## config.mk

```make
export PLATFORM = sky130hd
export DESIGN_NAME = cct_front
export DESIGN_NICKNAME = d
export VERILOG_FILES = /design/src/sv/cct_pkg.sv /design/src/sv/cct_front.sv
export SDC_FILE = /design/constraint.sdc
export NUM_CORES = 1
export LEC_CHECK = 0
export BUFFER_PORTS_ARGS = -buffer_cell sky130_fd_sc_hd__buf_2
export CAP_MARGIN = 20
export CORE_AREA = 5 5 347 349
export CTS_CLUSTER_SIZE = 28
export DETAILED_ROUTE_END_ITERATION = 8
export DIE_AREA = 0 0 352 354
export PLACE_DENSITY_LB_ADDON = 0.15
export SLEW_MARGIN = 20
export SYNTH_ARGS = -nofsm -noshare
export SYNTH_HDL_FRONTEND = slang
export SYNTH_SLANG_ARGS = --single-unit
```

## constraint.sdc

```tcl
create_clock -name clk_i -period 14.86 [get_ports clk_i]
set_input_delay 2.229 -clock clk_i [delete_from_list [all_inputs] [get_ports clk_i]]
set_output_delay 2.229 -clock clk_i [all_outputs]
set_load 0.05 [all_outputs]
```

## src/sv/cct_pkg.sv

```systemverilog
// ---------------------------------------------------------------------------
// cct_pkg
// Shared widths, item types and helpers for the circumcircle point test.
// ---------------------------------------------------------------------------
package cct_pkg;

  localparam int CW      = 32;
  localparam int TW      = 16;
  localparam int NW      = 3 * CW + 4;
  localparam int DENW    = 2 * CW + 6;
  localparam int QB      = CW + 1;
  localparam int RW      = DENW + QB + 2;
  localparam int DIV_LAT = QB + 3;
  localparam int RSQW    = 2 * CW + 4;
  localparam int SRW     = CW + 4;
  localparam int SQ_LAT  = CW + 2;
  localparam int QDEPTH  = 2;
  localparam int QAW     = $clog2(QDEPTH);
  localparam int QCW     = $clog2(QDEPTH + 1);

  typedef enum logic [3:0] {
    CASE_GEN    = 4'b0001,
    CASE_FLAT12 = 4'b0010,
    CASE_FLAT23 = 4'b0100,
    CASE_DEGEN  = 4'b1000
  } case_e;

  typedef struct packed {
    case_e                kind;
    logic signed [CW-1:0] qx;
    logic signed [CW-1:0] qy;
    logic signed [CW-1:0] x1;
    logic signed [CW-1:0] y1;
    logic signed [CW-1:0] x2;
    logic signed [CW-1:0] y2;
    logic signed [CW-1:0] x3;
    logic signed [CW-1:0] y3;
    logic signed [CW:0]   dy23;
    logic signed [CW:0]   dy31;
    logic signed [CW:0]   dy12;
    logic signed [CW:0]   dx32;
    logic signed [CW:0]   dx13;
    logic signed [CW:0]   dx21;
    logic signed [CW:0]   fl0;
    logic signed [CW:0]   fr0;
    logic signed [CW:0]   fl1;
    logic signed [CW:0]   fr1;
    logic signed [CW:0]   nxf;
  } item_t;

  typedef struct packed {
    logic                 deg;
    logic signed [CW-1:0] qx;
    logic signed [CW-1:0] qy;
    logic signed [CW-1:0] x2;
    logic signed [CW-1:0] y2;
  } side_t;

  typedef struct packed {
    logic                 in_circ;
    logic                 deg;
    logic signed [CW-1:0] cx;
    logic signed [CW-1:0] cy;
  } res_side_t;

  function automatic logic signed [CW:0] sx(input logic signed [CW-1:0] a);
    return {a[CW-1], a};
  endfunction

endpackage

```

## src/sv/cct_front.sv

```systemverilog
// ---------------------------------------------------------------------------
// cct_front
// Takes a beat, classifies the triangle and prepares edge differences.
// ---------------------------------------------------------------------------
module cct_front (
  input  logic                          clk_i,
  input  logic                          rst_ni,
  input  logic                          start,
  output logic                          busy,
  input  logic [cct_pkg::TW-1:0]        tol_i,
  input  logic signed [cct_pkg::CW-1:0] query_x_i,
  input  logic signed [cct_pkg::CW-1:0] query_y_i,
  input  logic signed [cct_pkg::CW-1:0] first_x_i,
  input  logic signed [cct_pkg::CW-1:0] first_y_i,
  input  logic signed [cct_pkg::CW-1:0] second_x_i,
  input  logic signed [cct_pkg::CW-1:0] second_y_i,
  input  logic signed [cct_pkg::CW-1:0] third_x_i,
  input  logic signed [cct_pkg::CW-1:0] third_y_i,
  input  logic                          q_ready_i,
  output logic                          push_o,
  output cct_pkg::item_t                item_o
);

  logic                      v_q, v_d;
  cct_pkg::item_t            it_q, it_d;
  logic signed [cct_pkg::CW:0] d21, d32;
  logic [cct_pkg::CW:0]      m21, m32, tolx;
  logic                      flat12, flat23, accept;

  assign busy   = v_q & ~q_ready_i;
  assign accept = start & ~busy;
  assign push_o = v_q & q_ready_i;
  assign item_o = it_q;

  always_comb begin
    d21    = cct_pkg::sx(second_y_i) - cct_pkg::sx(first_y_i);
    d32    = cct_pkg::sx(third_y_i) - cct_pkg::sx(second_y_i);
    m21    = d21[cct_pkg::CW] ? (~d21 + 1'b1) : d21;
    m32    = d32[cct_pkg::CW] ? (~d32 + 1'b1) : d32;
    tolx   = {{(cct_pkg::CW + 1 - cct_pkg::TW){1'b0}}, tol_i};
    flat12 = m21 < tolx;
    flat23 = m32 < tolx;

    it_d.qx   = query_x_i;
    it_d.qy   = query_y_i;
    it_d.x1   = first_x_i;
    it_d.y1   = first_y_i;
    it_d.x2   = second_x_i;
    it_d.y2   = second_y_i;
    it_d.x3   = third_x_i;
    it_d.y3   = third_y_i;
    it_d.dy23 = cct_pkg::sx(second_y_i) - cct_pkg::sx(third_y_i);
    it_d.dy31 = cct_pkg::sx(third_y_i) - cct_pkg::sx(first_y_i);
    it_d.dy12 = cct_pkg::sx(first_y_i) - cct_pkg::sx(second_y_i);
    it_d.dx32 = cct_pkg::sx(third_x_i) - cct_pkg::sx(second_x_i);
    it_d.dx13 = cct_pkg::sx(first_x_i) - cct_pkg::sx(third_x_i);
    it_d.dx21 = cct_pkg::sx(second_x_i) - cct_pkg::sx(first_x_i);

    priority if (flat12 && flat23) begin
      it_d.kind = cct_pkg::CASE_DEGEN;
    end else if (flat12) begin
      it_d.kind = cct_pkg::CASE_FLAT12;
    end else if (flat23) begin
      it_d.kind = cct_pkg::CASE_FLAT23;
    end else begin
      it_d.kind = cct_pkg::CASE_GEN;
    end

    if (flat12) begin
      it_d.fl0 = cct_pkg::sx(second_y_i) + cct_pkg::sx(third_y_i);
      it_d.fr0 = d32;
      it_d.fl1 = cct_pkg::sx(third_x_i) - cct_pkg::sx(second_x_i);
      it_d.fr1 = cct_pkg::sx(first_x_i) - cct_pkg::sx(third_x_i);
      it_d.nxf = cct_pkg::sx(first_x_i) + cct_pkg::sx(second_x_i);
    end else begin
      it_d.fl0 = cct_pkg::sx(first_y_i) + cct_pkg::sx(second_y_i);
      it_d.fr0 = d21;
      it_d.fl1 = cct_pkg::sx(second_x_i) - cct_pkg::sx(first_x_i);
      it_d.fr1 = cct_pkg::sx(third_x_i) - cct_pkg::sx(first_x_i);
      it_d.nxf = cct_pkg::sx(third_x_i) + cct_pkg::sx(second_x_i);
    end
  end

  always_comb begin
    priority if (accept) begin
      v_d = 1'b1;
    end else if (push_o) begin
      v_d = 1'b0;
    end else begin
      v_d = v_q;
    end
  end

  always_ff @(posedge clk_i or negedge rst_ni) begin
    if (!rst_ni) begin
      v_q <= 1'b0;
    end else begin
      v_q <= v_d;
    end
  end

  always_ff @(posedge clk_i) begin
    if (accept) begin
      it_q <= it_d;
    end
  end

endmodule

```

==> results.md <==
* Most common flop cell mapped by yosys: edfxtp_1
* Initial antenna violation count at 27
* Global-route total usage across every layer at roughly a quarter
* Nets@finish at between 5000 and 6000
* Sequential share of power at 35.4%
* Max incr delay on CP at 750 ps
* Synth Instances at 3888
* Final setup vio count at 0
* Area taken by flip-flops and latches at 18700 um^2
* Layout cells sized above 1 at between 20% and 30%
* Inserted Clock Buffers at 79
* Filler cells at about 12000
* Logic pwr share at 32.7%
* VDD IR max at about 0.000083 V
* CP Launch Type: input port
* Vias after detailed routing at approximately 34000
* Vias per cell at between 5 and 6
* Routed WL per cell at 23.9 um
* Final hold viol count at 0
* CTS max path bufs at 3
* Wirelength, routed at between 150000 and 200000 um
* Post-synth EDFFs at slightly above 600
* Worst skew pair latency at around 650 ps
* Setup bufs post-CTS at 0
* Remaining DRCs at 0
* Clk pwr share at 31.9%
* Post_cts resized at 0
* Power Dens Cells at roughly 130 nW/um^2
* #FFs+latches synth at approximately 620
* Worst setup path category: in -> reg
* Final Cycle Share at between 80 and 90%
* Setup TNS at 0 ps
* Minimum clock period at approximately 13000 ps
* RD Place Congestion at 0.897
* RSZ-0062 raised after global routing: no
* Total core area at about 120000 um^2
* Fmax at approximately 0.079 GHz
* YS warnings at 0
* I/O pin count at approximately 900
* Net Count, Synth at roughly 4600
* Critical path required time at roughly 15000 ps
* Internal power at 3890 uW
* Syn_area_per_cell at around 10 um^2
* Cell Rows at about 130
* Post-CTS Hold Buffers at 0
* Syn Std Cell Area at approximately 41000 um^2
* GR Overflow Total at 0
* Number of max-cap violations at 0
* WP data arrival at ~13000 ps
* Final ANT Viol Nets at 0
* Worst path bufs/invs at 5
* Worst Hold Class: reg -> reg
* Reported leakage power at around 0.021 uW
* Count of input and output buffers at 900
* Clock Sinks at ~620
* Post-synth cell types at 91
* Die Y at roughly 350 um
* Die ar. at 125000 um^2
* Async SR Flop Fraction at less than 1%
* Psw at 2330 uW
* Crit path capture type: flip-flop
* Reg clk slew, reported paths at 60 ps
* Worst slew margin at a little under a fifth
* Switch share at about 37%
* Commonest non-fill, non-tap cell in the layout: buf_2
* Cell family with most CP delay: compound AO/OA/AOI/OAI gates
* Max-slew violation total from the final report at 0
* Worst Path Max Fanout at 65
* First-pass GRT wire length at between 200000 and 250000 um
* Cell mode on critical path: a21oi_1
* Least-Margin Pin Slew at about 1200 ps
* Flop2flop setup slack at about 12000 ps
* Outcome: finished clean
* Multi-input gate area at 20200 um^2
* Largest net degree at the start of global routing at 166
* Total power at 6210 uW
* Starting DRT DRC Count at 2219
* Crit path max-delay cell type: buf_4
* Starting density of the core at around a third
* Drt pass-1 iters at 6
* Die X at about 350 um
* Commonest cells after routing, fill and taps aside: 900 x buf_2, 622 x edfxtp_1, 384 x ha_1
* H-tree depth at 3
* Root Buffer: clkbuf_16
* CTS tree: yes
* Clock skew at between 15 and 20 ps
* Vias in the first global route at 33800
* DP HPWL at 121000 um
* Post-synthesis sequential area ratio at a little under half
* Layout area overhead at 21.7%
==> cell usage after synthesis (53+ instances only) <==
| cell type | n | area share [%] |
|---|---|---|
| nand2_1 | 199 | 1.8 |
| nand3_1 | 126 | 1.6 |
| nor3_1 | 77 | 0.95 |
| a21oi_1 | 295 | 3.6 |
| a21o_1 | 145 | 2.7 |
| nor2_1 | 220 | 2.0 |
| xnor2_1 | 193 | 4.2 |
| ha_1 | 384 | 12 |
| xor2_1 | 92 | 2.0 |
| o21ai_0 | 199 | 2.5 |
| clkbuf_1 | 92 | 0.85 |
| nand2b_1 | 69 | 1.1 |
| o21ai_1 | 68 | 0.84 |
| edfxtp_1 | 622 | 46 |
| inv_1 | 319 | 2.9 |
| nor2b_1 | 53 | 0.82 |
==> worst paths after layout <==
check / startpoint / to / cells after the start
max in group asynchronous: rst_ni / v_q / 1
hold reg to reg: v_q / v_q / 2
hold / removal: v_q / v_q / 2
min in group asynchronous: rst_ni / v_q / 1
setup / recovery: second_y_i[0] / item_o[32] / 42
setup reg to reg: v_q / item_o[211] / 4
==> logic make-up (layout without fill, tap and decap cells) <==
logic type / count (synthesis) / count (layout) / synth area share (%)
AOI/OAI and AO/OA: 1095 / 1095 / 17.3
xor gates and xnor gates: 285 / 285 / 6.14
adders and majority gates: 395 / 395 / 12.4
buffers and inverters: 450 / 1394 / 4.31
DFF: 623 / 623 / 46.0
muxes: 67 / 67 / 1.82
other: 0 / 13 / 0
and+or+nand+nor: 973 / 973 / 12.1
==> power groups by stage <==
stage	sequential, uW	combinational [uW]	clock, uW
2_1_floorplan	2770	903	0
3_3_place_gp	2240	2030	0
3_5_place_dp	2240	2030	0
4_1_cts	2200	2040	2040
5_1_grt	2210	2180	2110
6_report	2200	2030	1980
==> worst reg2reg max path: stages, from the launching register on <==
cell      delay, ps
dfrtp_1         370
nand2b_1        110
and2_4          690
buf_12          560
buf_12          490
==> through the flow <==
stage	instances	hold slack (ps)	area, um^2	utilization [%]	worst slack [ps]
after CTS	6368	541	49400	42.2	2110
after detailed placement	6221	522	46800	39.9	1420
final	6381	539	49500	42.2	2240
after global placement	6221	529	46800	39.9	1530
after global routing	6380	582	49500	42.2	1170
after floorplan	3888	481	40600	-	4000
==> final cells by class <==
type / instances / share of cell area [%]
timing repair buffer: 928 / 9.63
tap: 1536 / 3.88
clock inverter: 57 / 1.30
antenna: 13 / 0.0657
clock buffer: 90 / 4.08
sequential: 623 / 37.8
multi-input combinational: 2815 / 40.8
inverter: 319 / 2.42
==> state kept, by name, summed over array words and instances, names as in the netlist <==
| signal | flops |
|---|---|
| v_q | 1 |
| item_o | 622 |
==> per-layer routing <==
metal / GRT usage (%) / routed length [um] / up-vias
li1: - / - / 16100
met1: 28.7 / 63200 / 16500
met2: 42.0 / 76500 / 1119
met3: 4.24 / 8240 / 211
met4: 7.00 / 4230 / 0
met5: 0 / 0 / -
(Power assumes the default switching activity.)
