--- src/sv/cct_pkg.sv ---
// ---------------------------------------------------------------------------
// cct_pkg
// Shared widths, item types and helpers for the circumcircle point test.
// ---------------------------------------------------------------------------
package cct_pkg;

  localparam int CW      = 32;
  localparam int TW      = 16;
  localparam int NW      = 3 * CW + 4;
  localparam int DENW    = 2 * CW + 6;
  localparam int QB      = CW + 1;
  localparam int RW      = DENW + QB + 2;
  localparam int DIV_LAT = QB + 3;
  localparam int RSQW    = 2 * CW + 4;
  localparam int SRW     = CW + 4;
  localparam int SQ_LAT  = CW + 2;
  localparam int QDEPTH  = 2;
  localparam int QAW     = $clog2(QDEPTH);
  localparam int QCW     = $clog2(QDEPTH + 1);

  typedef enum logic [3:0] {
    CASE_GEN    = 4'b0001,
    CASE_FLAT12 = 4'b0010,
    CASE_FLAT23 = 4'b0100,
    CASE_DEGEN  = 4'b1000
  } case_e;

  typedef struct packed {
    case_e                kind;
    logic signed [CW-1:0] qx;
    logic signed [CW-1:0] qy;
    logic signed [CW-1:0] x1;
    logic signed [CW-1:0] y1;
    logic signed [CW-1:0] x2;
    logic signed [CW-1:0] y2;
    logic signed [CW-1:0] x3;
    logic signed [CW-1:0] y3;
    logic signed [CW:0]   dy23;
    logic signed [CW:0]   dy31;
    logic signed [CW:0]   dy12;
    logic signed [CW:0]   dx32;
    logic signed [CW:0]   dx13;
    logic signed [CW:0]   dx21;
    logic signed [CW:0]   fl0;
    logic signed [CW:0]   fr0;
    logic signed [CW:0]   fl1;
    logic signed [CW:0]   fr1;
    logic signed [CW:0]   nxf;
  } item_t;

  typedef struct packed {
    logic                 deg;
    logic signed [CW-1:0] qx;
    logic signed [CW-1:0] qy;
    logic signed [CW-1:0] x2;
    logic signed [CW-1:0] y2;
  } side_t;

  typedef struct packed {
    logic                 in_circ;
    logic                 deg;
    logic signed [CW-1:0] cx;
    logic signed [CW-1:0] cy;
  } res_side_t;

  function automatic logic signed [CW:0] sx(input logic signed [CW-1:0] a);
    return {a[CW-1], a};
  endfunction

endpackage

--- src/sv/cct_queue.sv ---
// ---------------------------------------------------------------------------
// cct_queue
// Short queue between the classifier and the arithmetic pipeline.
// ---------------------------------------------------------------------------
module cct_queue (
  input  logic           clk_i,
  input  logic           rst_ni,
  input  logic           push_i,
  input  cct_pkg::item_t item_i,
  output logic           ready_o,
  output logic           valid_o,
  output cct_pkg::item_t item_o
);

  cct_pkg::item_t              mem_q [cct_pkg::QDEPTH];
  logic [cct_pkg::QAW-1:0]     wp_q, rp_q;
  logic [cct_pkg::QCW-1:0]     cnt_q, cnt_d;
  logic                        pop, push;

  assign pop     = cnt_q != '0;
  assign valid_o = pop;
  assign ready_o = (cnt_q != cct_pkg::QCW'(cct_pkg::QDEPTH)) | pop;
  assign push    = push_i & ready_o;
  assign item_o  = mem_q[rp_q];

  always_comb begin
    cnt_d = cnt_q;
    if (push && !pop) begin
      cnt_d = cnt_q + 1'b1;
    end else if (pop && !push) begin
      cnt_d = cnt_q - 1'b1;
    end
  end

  always_ff @(posedge clk_i or negedge rst_ni) begin
    if (!rst_ni) begin
      wp_q  <= '0;
      rp_q  <= '0;
      cnt_q <= '0;
    end else begin
      cnt_q <= cnt_d;
      if (push) begin
        wp_q <= (wp_q == cct_pkg::QAW'(cct_pkg::QDEPTH - 1)) ? '0 : wp_q + 1'b1;
      end
      if (pop) begin
        rp_q <= (rp_q == cct_pkg::QAW'(cct_pkg::QDEPTH - 1)) ? '0 : rp_q + 1'b1;
      end
    end
  end

  always_ff @(posedge clk_i) begin
    if (push) begin
      mem_q[wp_q] <= item_i;
    end
  end

endmodule

--- config.mk ---
export PLATFORM = sky130hd
export DESIGN_NAME = cct_queue
export DESIGN_NICKNAME = d
export VERILOG_FILES = /design/src/sv/cct_pkg.sv /design/src/sv/cct_queue.sv
export SDC_FILE = /design/constraint.sdc
export NUM_CORES = 1
export LEC_CHECK = 0
export ABC_AREA = 1
export ABC_CLOCK_PERIOD_IN_PS = 85800
export BUFFER_PORTS_ARGS = -buffer_cell sky130_fd_sc_hd__buf_4
export CORE_AREA = 3 3 485 487
export CTS_CLUSTER_DIAMETER = 40
export DETAILED_ROUTE_END_ITERATION = 10
export DIE_AREA = 0 0 488 490
export SLEW_MARGIN = 40
export SYNTH_ARGS = -nofsm -noshare
export SYNTH_HDL_FRONTEND = slang
export SYNTH_SLANG_ARGS = --single-unit
--- constraint.sdc ---
create_clock -name clk_i -period 85.8 [get_ports clk_i]
set_input_delay 12.87 -clock clk_i [delete_from_list [all_inputs] [get_ports clk_i]]
set_output_delay 12.87 -clock clk_i [all_outputs]
set_load 0.03 [all_outputs]
==> out/results.ini, run 1 <==
[worst_setup_path]
path_class = register to output pin
ff2ff_setup_slack_ps = 81280
cp.arrival_ps = 4410
crit_fanout = 126
worstPathRequired_ps = 72930
crit_start = rp_q
crit_path_end_kind = output pin
start_kind = register
r2r_end = mem_q[0][362]
reg2reg_depth = 6
cp-endpoint = item_o[292]
r2r-start = wp_q

[clock_tree]
cts_max_path_buffers = 3
ctsResizeCount = 0
clkSlewWorstSetupHoldPaths_ps = 60
cts-root-buf = clkbuf_16
cts_tree = done
clk_latency_ps = 790
clock-sinks = 1250
cts_hold_buf = 0
numCtsBuffers = 194
cts_setup_buffers = 0
h-tree-depth = 4

[die]
dieArea_um2 = 239000
rows = 177
core_um2 = 232000
dieWidth_um = 488
initial_core_util_pct = 19.6
ioPinCount = 1251
die_y_um = 490

[run]
maxCapViolCount = 0

[timing]
fin_tns_setup_ps = 0
clock_skew_ps = 39.6
layout_setup_ws_ps = 68520
setup_viol = 0
tightest_slew_ps = 838
fin_crit_ps = 17280
slew_violations = 0
fmax_mhz = 57.9
finalHoldViolCount = 0
finalCritPeriodShare_pct = 20.1
slew_headroom_pct = 44.2
rsz0062_at_grt = false

[layout]
final_nets = 5250
syn_to_final_growth_pct = 43.6
register_area_um2 = 37500
multi_input_area_um2 = 7100
nFillCells = 23606
drive_gt1_share_pct = 34.0

[drt]
via_per_inst = 3.81
firstDrtPassIters = 7
totalWireLength_mm = 183
drt_iter0_drc = 1750
drc = 0
ant_nets = 0
num_vias = 30008
wire_per_inst_um = 23.2

[placement]
gp_congestion = 0.847
hpwlAfterDp_mm = 140
numPortBuffers = 1249
preCtsSetupSlack_ps = 68550

[synth]
netlist_area_um2 = 45400
async_reset_ff_share_pct = 0.320
yosysWarnings = 0
synth.avg_cell_area_um2 = 13.8
ys_seq_area_share_pct = 82.6
syn-instance-count = 3281
syn_nets = 3908
synth_cell_types = 16
ys.flop_type = edfxtp_1
synth-edff-count = 1246
ys_ff_latch = 1250

[min_path]
min_path_type = register to register

[grt]
track_usage_pct = 14.7
grt_pass1_vias = 29718
grt_max_degree = 168
antenna_found_initial = 126
grt_pass1_wl_mm = 242
overflow = 0

[power_and_ir_drop]
clockPowerShare_pct = 29.9
ir_drop_uv = 26.5
leakage_uw = 0.0268
combPwrFrac_pct = 38.9
pwr-share-seq_pct = 31.2
p_per_area_nw_per_um2 = 41.1
switching_power_uw = 1090
power.internal_uw = 1590
p_sw_share_pct = 40.6

[outcome]
status = completed

[routing by layer]
metal | vias to the layer above | GRT usage (%) | share of wire (%)
li1 | 13940 | - | -
met1 | 14264 | 15.4 | 35
met2 | 1307 | 23.1 | 45
met3 | 393 | 10.4 | 16
met4 | 104 | 4.53 | 2.8
met5 | - | 0 | 0.36
[cells in the final DEF, fill, tap and decap left out, types with 3 or more instances in the layout]
master | synthesis | layout
nand2_1 | 1874 | 1874
buf_4 | 36 | 1261
edfxtp_1 | 1246 | 1246
clkbuf_16 | 0 | 195
diode_2 | 0 | 39
inv_6 | 0 | 30
clkinvlp_4 | 0 | 29
clkinv_4 | 0 | 23
bufinv_16 | 0 | 23
clkinv_2 | 0 | 22
clkbuf_1 | 17 | 14
buf_6 | 0 | 13
clkinv_1 | 0 | 12
inv_8 | 0 | 11
buf_12 | 0 | 8
inv_1 | 7 | 6
clkinv_16 | 0 | 5
buf_16 | 0 | 4
dfrtp_1 | 4 | 3
[cells in the mapped netlist, types with 2 or more instances]
cell type / number / share of area [%]
buf_4: 36 / 0.60
nor2_1: 2 / 0.017
nand2_1: 1874 / 15
edfxtp_1: 1246 / 82
buf_2: 86 / 0.95
xor2_1: 2 / 0.039
inv_1: 7 / 0.058
clkbuf_1: 17 / 0.14
dfrtp_1: 4 / 0.22
[layout make-up]
cell class,count,area share (%)
multi-input cells,1883,10.9
flip-flops and latches,1250,57.5
diodes,39,0.150
repair buffers,1286,15.2
inverters,8,0.0691
clock inverters,156,2.81
well taps,3043,5.84
clock buffers,209,7.56
[sequential cells by signal, indices dropped and copies added, names as in the netlist]
signal  flops
mem_q    1246
cnt_q       2
rp_q        1
wp_q        1
[power by group through the flow]
stage | Clock (uW) | Combinational (uW) | Sequential (uW)
after floorplan | 0 | 579 | 954
final | 801 | 1040 | 837
after detailed placement | 0 | 1060 | 850
after global routing | 848 | 1120 | 847
after CTS | 822 | 1060 | 839
after global placement | 0 | 1060 | 848
[per-stage QoR]
step | util (%) | hold slack (ps) | power [uW] | instances | cell area [um^2]
final | 28.1 | 523 | 2680 | 7874 | 65200
after CTS | 28.0 | 519 | 2720 | 7831 | 65000
after global placement | 25.1 | 496 | 1900 | 7463 | 58100
after global routing | 28.1 | 558 | 2820 | 7848 | 65200
after floorplan | - | 461 | 1530 | 3281 | 45400
after detailed placement | 25.1 | 505 | 1910 | 7466 | 58200
[how the worst min path moves through the flow]
stage / slack [ps] / cells after the start / end / from
detailed placement: 500 / 2 / cnt_q[1] / cnt_q[1]
global route: 560 / 1 / cnt_q[0] / cnt_q[0]
global placement: 500 / 2 / cnt_q[1] / cnt_q[1]
CTS: 520 / 2 / cnt_q[1] / cnt_q[1]
finish: 520 / 2 / cnt_q[1] / cnt_q[1]
floorplan: 460 / 1 / wp_q / wp_q
[worst max-delay path: stages (launching register included)]
cell and delay [ps]:
dfrtp_4 650, inv_8 600, buf_4 680, buf_12 330, buf_16 390, nand2_1 100, nand2_1 270, buf_4 230
[logic make-up after synthesis]
| kind of cell | synth area share, % |
|---|---|
| and+or+nand+nor | 15.5 |
| other | 0.00826 |
| xor gates and xnor gates | 0.0579 |
| DFF | 82.6 |
| buffers and inverters | 1.76 |
| adders and majority gates | 0.0275 |
Note: power is estimated with default switching activity, not from simulation.
==> inputs of run 2 (changes only) <==
- ABC_CLOCK_PERIOD_IN_PS: 85800 -> 17800
- clock period: 85.8 -> 17.8 ns (I/O delays scaled with it)
==> out/results.ini, run 2 (same netlist as run 1, synthesis figures left out) <==
[grt]
track_usage_pct = 14.0
grt_pass1_wl_mm = 236
grt_max_degree = 140
antenna_found_initial = 109
grt_pass1_vias = 29643
overflow = 0

[layout]
layout_commonest_cell = nand2_1
regMostFlops = mem_q
reg_top3 = mem_q: 1246 flops, cnt_q: 2 flops
final_nets = 5256
final_core_util_pct = 28.2
largest_register_ffs = 1246
final_cell_mix = 1874 x nand2_1, 1263 x buf_4, 1246 x edfxtp_1
drive_gt1_share_pct = 34.0
syn_to_final_growth_pct = 44.2

[timing]
rsz0062_at_grt = false
setup_viol = 0
hold_slack_ps = 516
slew_headroom_pct = 36.9
finalHoldViolCount = 0
fin_crit_ps = 6960
fmax_mhz = 144
tightest_slew_ps = 946
fin_tns_setup_ps = 0
finalCritPeriodShare_pct = 39.1
slew_violations = 0
clock_skew_ps = 59.2

[clock_tree]
cts_setup_buffers = 0
clock-sinks = 1250
h-tree-depth = 4
cts_hold_buf = 0
cts_max_path_buffers = 3
clk_latency_ps = 800
cts_tree = done
ctsResizeCount = 0
cts-root-buf = clkbuf_16
clkSlewWorstSetupHoldPaths_ps = 60
numCtsBuffers = 199

[placement]
numPortBuffers = 1249
hpwlAfterDp_mm = 131
gp_congestion = 0.878

[worst_setup_path]
cp.arrival_ps = 4290
worstPathRequired_ps = 15130
path_class = register to output pin
critPathTopFamily = buffers and inverters
start_kind = register
crit_fanout = 93
critPathBufInv = 5
cp_slowest_cell = dfrtp_4
crit_path_frequent_cell = buf_6
critical_path.cell_chain = inv_8, buf_6, buf_6, buf_6, nand2_1, nand2_1, buf_4
crit_path_end_kind = output pin
crit_path_max_incr_delay_ps = 650

[die]
initial_core_util_pct = 19.6
dieWidth_um = 488
core_um2 = 232000
ioPinCount = 1251
die_y_um = 490
dieArea_um2 = 239000
rows = 177

[drt]
wire_per_inst_um = 22.2
num_vias = 30535
totalWireLength_mm = 175
ant_nets = 0
via_per_inst = 3.88
firstDrtPassIters = 5
drc = 0
drt_iter0_drc = 2236

[outcome]
status = completed

[power_and_ir_drop]
leakage_uw = 0.0270
p_per_area_nw_per_um2 = 198
ir_drop_uv = 116

[run]
maxCapViolCount = 0

[min_path]
min_path_type = register to register

[run 2: layout make-up]
cell class	count	area, um^2
Tap cell	3043	3810
Fill cell	23536	166000
Timing Repair Buffer	1287	9840
Antenna cell	21	52.6
Clock inverter	160	2060
Clock buffer	217	5060
Multi-Input combinational cell	1883	7100
Sequential cell	1250	37500
Inverter	8	45.0
[run 2: final timing paths]
check / slack (ps) / end / cells after the start / startpoint
max in group asynchronous: 16030 / rp_q / 1 / rst_ni
min: 520 / cnt_q[1] / 2 / cnt_q[1]
min reg2reg: 520 / cnt_q[1] / 2 / cnt_q[1]
max: 10840 / item_o[331] / 7 / rp_q
max reg2reg: 13760 / mem_q[1][503] / 6 / wp_q
min in group asynchronous: 1650 / cnt_q[0] / 1 / rst_ni
[run 2: tightest hold or removal path: stages (launching register included)]
cell     delay [ps]
dfrtp_1         380
nand2_1          60
nand2_1          50
[run 2: through the flow]
step                instances  power [uW]  setup WS [ps]  cell area [um^2]
detailed placement       7467        9050          10920             58200
CTS                      7844       13100           9970             65300
floorplan                3281        7150           2140             45400
global route             7859       13600          10500             65500
finish                   7869       13000          10840             65500
global placement         7466        9020          10770             58100
[run 2: per-layer routing]
layer / GRT usage, % / part of all wire, % / up-vias
li1: - / - / 13937
met1: 16.0 / 37 / 14588
met2: 22.7 / 47 / 1538
met3: 6.92 / 12 / 378
met4: 4.61 / 2.9 / 94
met5: 0 / 0.36 / -
[run 2: report_power, final]
| group | internal (uW) | switching (uW) | leakage (uW) | total [uW] |
|---|---|---|---|---|
| Sequential | 3910 | 138 | 0.0117 | 4050 |
| Combinational | 1360 | 3520 | 0.0119 | 4880 |
| Clock | 2510 | 1520 | 0.00339 | 4030 |
| Total | 7780 | 5180 | 0.0270 | 13000 |
